[config.mk]
export PLATFORM = sky130hd
export DESIGN_NAME = olist_ctrl
export DESIGN_NICKNAME = d
export VERILOG_FILES = /design/src/design/olist_pkg.sv /design/src/design/olist_ctrl.sv
export SDC_FILE = /design/constraint.sdc
export NUM_CORES = 1
export LEC_CHECK = 0
export BUFFER_PORTS_ARGS = -buffer_cell sky130_fd_sc_hd__buf_2
export CORE_MARGIN = 1.5
export CORE_UTILIZATION = 40
export DETAILED_ROUTE_END_ITERATION = 6
export PLACE_DENSITY = 0.62
export SLEW_MARGIN = 25
export SYNTH_ARGS = -nofsm -noshare
export SYNTH_HDL_FRONTEND = slang
export SYNTH_SLANG_ARGS = --single-unit
[constraint.sdc]
create_clock -name clk -period 6.4 [get_ports clk]
set_input_delay 0.64 -clock clk [delete_from_list [all_inputs] [get_ports clk]]
set_output_delay 0.64 -clock clk [all_outputs]
set_load 0.02 [all_outputs]
[src/design/olist_pkg.sv]
`timescale 1ns / 1ps
// ---------------------------------------------------------------------------
// Ordered list package
// Sizes, operation and status codes, and the structs shared by the modules.
// ---------------------------------------------------------------------------
package olist_pkg;

  localparam int CAPACITY  = 256;
  localparam int ADDR_W    = $clog2(CAPACITY);
  localparam int CNT_W     = $clog2(CAPACITY + 1);
  localparam int KIND_W    = 3;
  localparam int POS_W     = 9;
  localparam int DATA_W    = 32;
  localparam int STATUS_W  = 2;
  localparam int OUT_CNT_W = 9;
  localparam int CMP_W     = (CNT_W > POS_W) ? CNT_W : POS_W;

  localparam logic [KIND_W-1:0] KIND_APPEND       = 3'd0;
  localparam logic [KIND_W-1:0] KIND_PREPEND      = 3'd1;
  localparam logic [KIND_W-1:0] KIND_INSERT       = 3'd2;
  localparam logic [KIND_W-1:0] KIND_REMOVE_FIRST = 3'd3;
  localparam logic [KIND_W-1:0] KIND_REMOVE_LAST  = 3'd4;
  localparam logic [KIND_W-1:0] KIND_CLEAR        = 3'd5;
  localparam logic [KIND_W-1:0] KIND_READ         = 3'd6;

  localparam logic [STATUS_W-1:0] STATUS_OK    = 2'd0;
  localparam logic [STATUS_W-1:0] STATUS_EMPTY = 2'd1;
  localparam logic [STATUS_W-1:0] STATUS_RANGE = 2'd2;
  localparam logic [STATUS_W-1:0] STATUS_FULL  = 2'd3;

  typedef struct packed {
    logic              we;
    logic [ADDR_W-1:0] waddr;
    logic [DATA_W-1:0] wdata;
    logic [ADDR_W-1:0] raddr;
  } ram_req_t;

  typedef struct packed {
    logic                     valid;
    logic [STATUS_W-1:0]      status;
    logic signed [DATA_W-1:0] read_value;
    logic [OUT_CNT_W-1:0]     count;
    logic                     is_full;
    logic                     is_empty;
  } result_t;

endpackage

[src/design/olist_ctrl.sv]
`timescale 1ns / 1ps
// ---------------------------------------------------------------------------
// Ordered list sequencer
// Decodes each operation, runs the element shifts through the store and
// registers the result.
// ---------------------------------------------------------------------------
module olist_ctrl (
  input  logic                              clk,
  input  logic                              rst_n,
  input  logic                              start,
  output logic                              busy,
  input  logic [olist_pkg::KIND_W-1:0]      kind,
  input  logic [olist_pkg::POS_W-1:0]       position,
  input  logic signed [olist_pkg::DATA_W-1:0] value,
  output olist_pkg::ram_req_t               ram_req,
  input  logic [olist_pkg::DATA_W-1:0]      ram_rdata,
  output olist_pkg::result_t                result
);

  import olist_pkg::*;

  typedef enum logic [2:0] {
    S_IDLE,
    S_READ,
    S_UP,
    S_PUT,
    S_DOWN
  } state_t;

  state_t              state_r;
  logic [CNT_W-1:0]    count_r;
  logic [ADDR_W-1:0]   pos_r;
  logic [DATA_W-1:0]   val_r;
  logic [ADDR_W-1:0]   wr_idx_r;
  result_t             result_r;

  logic                is_full;
  logic                is_empty;
  logic [POS_W-1:0]    eff_pos;
  logic                pos_gt;
  logic                pos_ge;
  logic                pos_at_end;
  logic [CNT_W-1:0]    count_inc;
  logic [CNT_W-1:0]    count_dec;

  function automatic result_t make_result(input logic [STATUS_W-1:0] status,
                                          input logic [DATA_W-1:0] rd,
                                          input logic [CNT_W-1:0] cnt);
    result_t r;
    r.valid      = 1'b1;
    r.status     = status;
    r.read_value = rd;
    r.count      = OUT_CNT_W'(cnt);
    r.is_full    = (cnt == CNT_W'(CAPACITY));
    r.is_empty   = (cnt == '0);
    return r;
  endfunction

  assign is_full    = (count_r == CNT_W'(CAPACITY));
  assign is_empty   = (count_r == '0);
  assign eff_pos    = (kind == KIND_PREPEND) ? '0 : position;
  assign pos_gt     = (CMP_W'(eff_pos) > CMP_W'(count_r));
  assign pos_ge     = (CMP_W'(eff_pos) >= CMP_W'(count_r));
  assign pos_at_end = (CMP_W'(eff_pos) == CMP_W'(count_r));
  assign count_inc  = count_r + CNT_W'(1);
  assign count_dec  = count_r - CNT_W'(1);

  always_comb begin
    ram_req       = '0;
    ram_req.wdata = val_r;
    unique case (state_r)
      S_IDLE: begin
        if (start) begin
          unique case (kind)
            KIND_APPEND: begin
              if (!is_full) begin
                ram_req.we    = 1'b1;
                ram_req.waddr = ADDR_W'(count_r);
                ram_req.wdata = value;
              end
            end
            KIND_PREPEND, KIND_INSERT: begin
              if (!is_full && !pos_gt) begin
                if (pos_at_end) begin
                  ram_req.we    = 1'b1;
                  ram_req.waddr = ADDR_W'(count_r);
                  ram_req.wdata = value;
                end else begin
                  ram_req.raddr = ADDR_W'(count_dec);
                end
              end
            end
            KIND_REMOVE_FIRST: begin
              ram_req.raddr = ADDR_W'(1);
            end
            KIND_READ: begin
              ram_req.raddr = ADDR_W'(position);
            end
            default: begin
            end
          endcase
        end
      end
      S_UP: begin
        ram_req.we    = 1'b1;
        ram_req.waddr = wr_idx_r;
        ram_req.wdata = ram_rdata;
        ram_req.raddr = wr_idx_r - ADDR_W'(2);
      end
      S_PUT: begin
        ram_req.we    = 1'b1;
        ram_req.waddr = pos_r;
        ram_req.wdata = val_r;
      end
      S_DOWN: begin
        ram_req.we    = 1'b1;
        ram_req.waddr = wr_idx_r;
        ram_req.wdata = ram_rdata;
        ram_req.raddr = wr_idx_r + ADDR_W'(2);
      end
      S_READ: begin
      end
      default: begin
      end
    endcase
  end

  always_ff @(posedge clk) begin
    result_t result_nxt;
    result_nxt       = result_r;
    result_nxt.valid = 1'b0;
    if (!rst_n) begin
      state_r        <= S_IDLE;
      count_r        <= '0;
      result_r.valid <= 1'b0;
    end else begin
      unique case (state_r)
        S_IDLE: begin
          if (start) begin
            pos_r    <= ADDR_W'(eff_pos);
            val_r    <= value;
            wr_idx_r <= (kind == KIND_REMOVE_FIRST) ? '0 : ADDR_W'(count_r);
            unique case (kind)
              KIND_APPEND: begin
                if (is_full) begin
                  result_nxt = make_result(STATUS_FULL, '0, count_r);
                end else begin
                  count_r    <= count_inc;
                  result_nxt = make_result(STATUS_OK, '0, count_inc);
                end
              end
              KIND_PREPEND, KIND_INSERT: begin
                if (is_full) begin
                  result_nxt = make_result(STATUS_FULL, '0, count_r);
                end else if (pos_gt) begin
                  result_nxt = make_result(STATUS_RANGE, '0, count_r);
                end else if (pos_at_end) begin
                  count_r    <= count_inc;
                  result_nxt = make_result(STATUS_OK, '0, count_inc);
                end else begin
                  state_r <= S_UP;
                end
              end
              KIND_REMOVE_FIRST: begin
                if (is_empty) begin
                  result_nxt = make_result(STATUS_EMPTY, '0, count_r);
                end else if (count_r == CNT_W'(1)) begin
                  count_r    <= '0;
                  result_nxt = make_result(STATUS_OK, '0, '0);
                end else begin
                  state_r <= S_DOWN;
                end
              end
              KIND_REMOVE_LAST: begin
                if (is_empty) begin
                  result_nxt = make_result(STATUS_EMPTY, '0, count_r);
                end else begin
                  count_r    <= count_dec;
                  result_nxt = make_result(STATUS_OK, '0, count_dec);
                end
              end
              KIND_CLEAR: begin
                count_r    <= '0;
                result_nxt = make_result(STATUS_OK, '0, '0);
              end
              KIND_READ: begin
                if (is_empty) begin
                  result_nxt = make_result(STATUS_EMPTY, '0, count_r);
                end else if (pos_ge) begin
                  result_nxt = make_result(STATUS_RANGE, '0, count_r);
                end else begin
                  state_r <= S_READ;
                end
              end
              default: begin
                result_nxt = make_result(STATUS_OK, '0, count_r);
              end
            endcase
          end
        end
        S_READ: begin
          result_nxt = make_result(STATUS_OK, ram_rdata, count_r);
          state_r    <= S_IDLE;
        end
        S_UP: begin
          if (CNT_W'(wr_idx_r) > (CNT_W'(pos_r) + CNT_W'(1))) begin
            wr_idx_r <= wr_idx_r - ADDR_W'(1);
          end else begin
            state_r <= S_PUT;
          end
        end
        S_PUT: begin
          count_r    <= count_inc;
          result_nxt = make_result(STATUS_OK, '0, count_inc);
          state_r    <= S_IDLE;
        end
        S_DOWN: begin
          if ((CNT_W'(wr_idx_r) + CNT_W'(2)) < count_r) begin
            wr_idx_r <= wr_idx_r + ADDR_W'(1);
          end else begin
            count_r    <= count_dec;
            result_nxt = make_result(STATUS_OK, '0, count_dec);
            state_r    <= S_IDLE;
          end
        end
        default: begin
          state_r <= S_IDLE;
        end
      endcase
      result_r <= result_nxt;
    end
  end

  assign busy   = (state_r != S_IDLE);
  assign result = result_r;

endmodule

# --- Word-level counts from Yosys, hierarchy flattened ---
# Cells that the tools add are included.
op_classes:
  addsub: 8
  n_lt_le_gt_ge: 4
  eq_ne: 36
  mux: 51
  reduce_logical: 19
op_table:
  columns: ["operator", "n"]
  rows:
  - ["$mux 46", 9]
  - ["$pmux 46 s6", 1]
  - ["$pmux 46 s4", 1]
  - ["$pmux 41 s3", 1]
  - ["$mux 49", 2]
  - ["$mux 9", 10]
  - ["$mux 41", 2]
  - ["$pmux 41 s2", 1]
  - ["$pmux 8 s3", 3]
  - ["$mux 45", 1]
  - ["$pmux 9 s5", 1]
  - ["$mux 44", 1]
  - ["$mux 8", 5]
  - ["$ne 3x3->1 const B", 11]
  - ["$mux 3", 10]
  - ["$eq 9x9->1 const B", 3]
  - ["$logic_not 9->1", 3]
  - ["$pmux 9 s3", 1]
  - ["$reduce_and 11->1", 2]
  - ["$pmux 3 s3", 2]
  - ["$eq 3x2->1 const B", 4]
  - ["$eq 3x3->1 const B", 4]
  - ["$ne 2x2->1 const B", 5]
  - ["$add 8x1->9 const B", 1]
  - ["27 further kinds", 34]
totals:
  elab_cells: 129
  ff_bits: 106
  input_bits: 79
  output_inout_bits: 96

# --- Longest topological paths before layout ---
depth:
  depth_word: 9
  depth_mapped: 15
  ltp_nobuf: 12

# --- Least setup slack after synthesis ---
# No wires, ideal clock.
synth_timing:
  kind: "input to register"
  from: "in kind[2] (netlist name)"
  to: "reg result_r (netlist bit result[0]), enable pin"
  slack_ps: -514
  arrival_time_ps: 6393
  setup_time_ps: 521
  path_stages: 13
  path_cell_list: "clkbuf_2 buf_2 clkbuf_1 nor3_1 nor2b_1 ha_1 nand2_1 o21ai_0 o21a_1 or2_2 clkbuf_1 o22ai_1 a221oi_1"
synth_between:
  elab_chain_len: 5
  elab_cells_between_ends: 13
synth_rtl:
  columns: ["element", "line", "source"]
  rows:
  - ["start, declared", "olist_ctrl.sv:12", "input logic [olist_pkg::KIND_W-1:0] kind,"]
  - ["$eq 3x1->1 (*)", "olist_ctrl.sv:61", "assign eff_pos = (kind == KIND_PREPEND) ? '0 : position;"]
  - ["$mux 9 (*)", "olist_ctrl.sv:61", null]
  - ["via eff_pos[4]", "olist_ctrl.sv:39", "logic [POS_W-1:0] eff_pos;"]
  - ["$gt 9x9->1, or another cell as far along", "olist_ctrl.sv:62", "assign pos_gt = (CMP_W'(eff_pos) > CMP_W'(count_r));"]
  - ["$ne 5x5->1 (no line) or $ne 4x4->1 (tied branches)", null, null]
  - ["$reduce_and 7->1 (no line) (*)", null, null]
  - ["end signal, assigned", "olist_ctrl.sv:230", "result_r <= result_nxt;"]
  - ["end, declared", "olist_ctrl.sv:35", "result_t result_r;"]
# Mark *: on every way through the listed nets, which the timed path passes. The rest lies on a longest branch.
# A chain may end at the register's enable or synchronous reset.

==> out/summary.txt <==
max-slew violation count: 0
worst rel slew slack: 36.08%
full die area: 0.02184 mm2
cell with the most instances after synthesis: nand2_1
GR peak layer: met2
Finished Layout Cells: 1,369
Core Rows: 52
Fin. Hold Viols: 0
Fin Setup TNS: 0 ns
cts bufs inserted: 9
synth unique cells: 74
Static Leak: 3.967 nW
CTS Sinks: 106
Seq/Total Area, Yosys: 36.41%
Final nets: 1,215
Worst R2R End: result[35]
Post-synth EDFFs: 93
die width: 147.8 um
ys flop type: edfxtp_1
clock-pin slew on the worst setup and hold paths: 0.08 ns
CTS tree: built
Post-CTS Setup Inserts: 0
Fin Clk Skew: 0.005439 ns
Chip Height: 147.8 um
Detailed Route Iter0 Violations: 965
Final Cell Area: 0.009684 mm2
port bufs: 174
Top-Level Pins: 175
R2R cell count: 11
Resized cells post-CTS: 0
met1 usage: 37.75%
post-route ant nets: 0
pwr dens: 307.7 mW/mm2
Syn Area/Cell: 8.661 um2
crit start category: input pin
M3 GR Usage: 4.043%
Inst Count DP: 1,352
outcome: finished, final reports clean
Synth area leader: edfxtp_1
R2R Path Start: wr_idx_r[1]
maximum operating frequency: 174.8 MHz
WL/cell: 21.69 um
Routed WL: 29.69 mm
Hold Buf Count CTS: 0
Via density: 6.131
DP Area: 0.009400 mm2
r2r setup slk: 2.19 ns
maximum buffer depth of the clock tree: 2
Tcrit/Tclk final: 89.38%
origin of the worst setup path: kind[0]
Area contributors post-synth: edfxtp_1 33%, ha_1 6.1%, nand2_1 4.9%
met2 global-route usage: 41.96%
crit path to: ram_req[29]
top cells by count, synth: 109 x nand2_1, 93 x edfxtp_1, 70 x o21ai_0
# DRC: 0
routed vias: 8,393
VDD IR max: 0.1146 mV
# Max-Cap Violations: 0
Clock Latency Late Sink: 0.36 ns
GRT overflow: 0
CORE AREA: 0.02043 mm2
Final Wtd Congestion: 0.9867
Synth top area share: 33.31%
H-tree depth: 3
critical path class: in -> out
CTS root buffer: clkbuf_16
initial antenna violation count: 0
Worst EP required: 5.76 ns
largest net degree at the start of global routing: 49
synth-to-layout area growth: 15.51%
Ys Warns: 0
worst hold path type: in -> reg
Mapped Nets: 1,090
vias in the first global route: 7,742
critical-path maximum fanout: 21
final hold slack: 0.4654 ns
RSZ-0062 raised after global routing: no
final setup vio count: 0
Worst-Margin Slew: 0.9515 ns
min cycle time layout: 5.720 ns
Post-Syn Instances: 968
share of cells above drive strength 1: 20.67%
#FFs+latches synth: 106
initial core utilization: 41.04%
Post-synth ARST share: 0%
DP Wirelength: 21.52 mm
number of detailed-route iterations in the first pass: 6
crit end category: output port
GRT Total Usage: 27.02%
first-pass GRT wire length: 45.69 mm
synthesized cell area: 0.008384 mm2
Worst EP arrival: 5.08 ns
-- per-stage QoR --
stage / utilization, % / setup slack, ns / power [mW]
after floorplan: - / 0.9630 / 1.970
after global placement: 45.98 / 0.9000 / 2.417
after detailed placement: 46.01 / 0.7907 / 2.419
after CTS: 47.39 / 0.7599 / 2.973
after global routing: 47.39 / 0.3611 / 3.155
final: 47.40 / 0.6799 / 2.980
-- worst max-delay path: stages --
cell	delay, ns
buf_2	0.30
inv_1	0.10
nor3_1	0.79
nor2b_1	0.16
ha_1	0.39
and4_1	0.27
a41oi_1	0.39
a21oi_2	0.41
and2_1	0.74
buf_4	0.32
nand2_1	0.07
and3_1	0.17
o21ai_1	0.13
buf_2	0.18
-- power by group --
group	leakage (nW)	switching, mW	total [mW]	internal, mW
logic	2.84	0.982	1.48	0.503
clock network	0.140	0.279	0.547	0.268
registers	0.991	0.0851	0.949	0.863
-- cell families (layout without fill, tap and decap cells) --
| group | Yosys count | count (layout) | share of synthesized area, % |
|---|---|---|---|
| compound gates | 318 | 318 | 25.88 |
| xor+xnor | 40 | 40 | 4.179 |
| fa+ha+maj | 44 | 44 | 6.715 |
| buf+inv | 114 | 244 | 5.865 |
| flops | 106 | 106 | 36.41 |
| mux | 1 | 1 | 0.1194 |
| other cells | 0 | 1 | 0 |
| simple gates | 345 | 345 | 20.83 |
-- registers in the layout (all words and copies together), names as in the netlist --
signal	count
count_r	9
val_r	32
wr_idx_r	8
state_r	3
pos_r	8
result	46
-- cell usage in the layout, fill, tap and decap left out, types with 8 or more instances in the layout --
cell type,synthesis,final
o21ai_1,33,33
clkbuf_16,0,9
edfxtp_1,93,93
nand2_1,109,109
and2_1,37,37
a211oi_1,11,11
nor2b_1,12,12
a221oi_1,9,8
xnor2_1,27,27
xor2_1,13,13
nor2_1,56,52
ha_1,41,41
a22o_1,32,32
and3_1,34,34
o211ai_1,9,9
nand3_1,32,32
nand4_1,17,17
buf_2,17,174
dfxtp_1,13,12
o22ai_1,22,22
a22oi_1,35,35
buf_4,1,15
inv_1,37,37
nor3_1,18,18
a21oi_1,36,36
o21ai_0,70,70
-- worst min path at each step --
| stage | start | endpoint | slack [ns] | cells after the start |
|---|---|---|---|---|
| 3_3_place_gp | count_r[1] | count_r[1] | 0.66 | 2 |
| 4_1_cts | value[2] | val_r[2] | 0.46 | 1 |
| 6_report | value[2] | val_r[2] | 0.47 | 1 |
| 2_1_floorplan | count_r[1] | count_r[1] | 0.61 | 3 |
| 5_1_grt | value[2] | val_r[2] | 0.46 | 1 |
| 3_5_place_dp | count_r[1] | count_r[1] | 0.66 | 2 |
-- routing by layer --
| metal | wire length (um) | vias to the layer above |
|---|---|---|
| met2 | 13330 | 503 |
| li1 | - | 3892 |
| met3 | 2999 | 60 |
| met4 | 887 | 0 |
| met5 | 0 | - |
| met1 | 12470 | 3938 |
-- layout make-up --
type / instances / area [um2]
multi-input cells: 748 / 4878
repair buffers: 189 / 983.4
clock inverters: 7 / 56.30
flip-flops and latches: 106 / 3054
diodes: 1 / 2.502
fillers: 2032 / 10750
clock buffers: 9 / 225.2
well taps: 270 / 337.8
inverters: 39 / 146.4
Power figures use the tool's default switching activity.
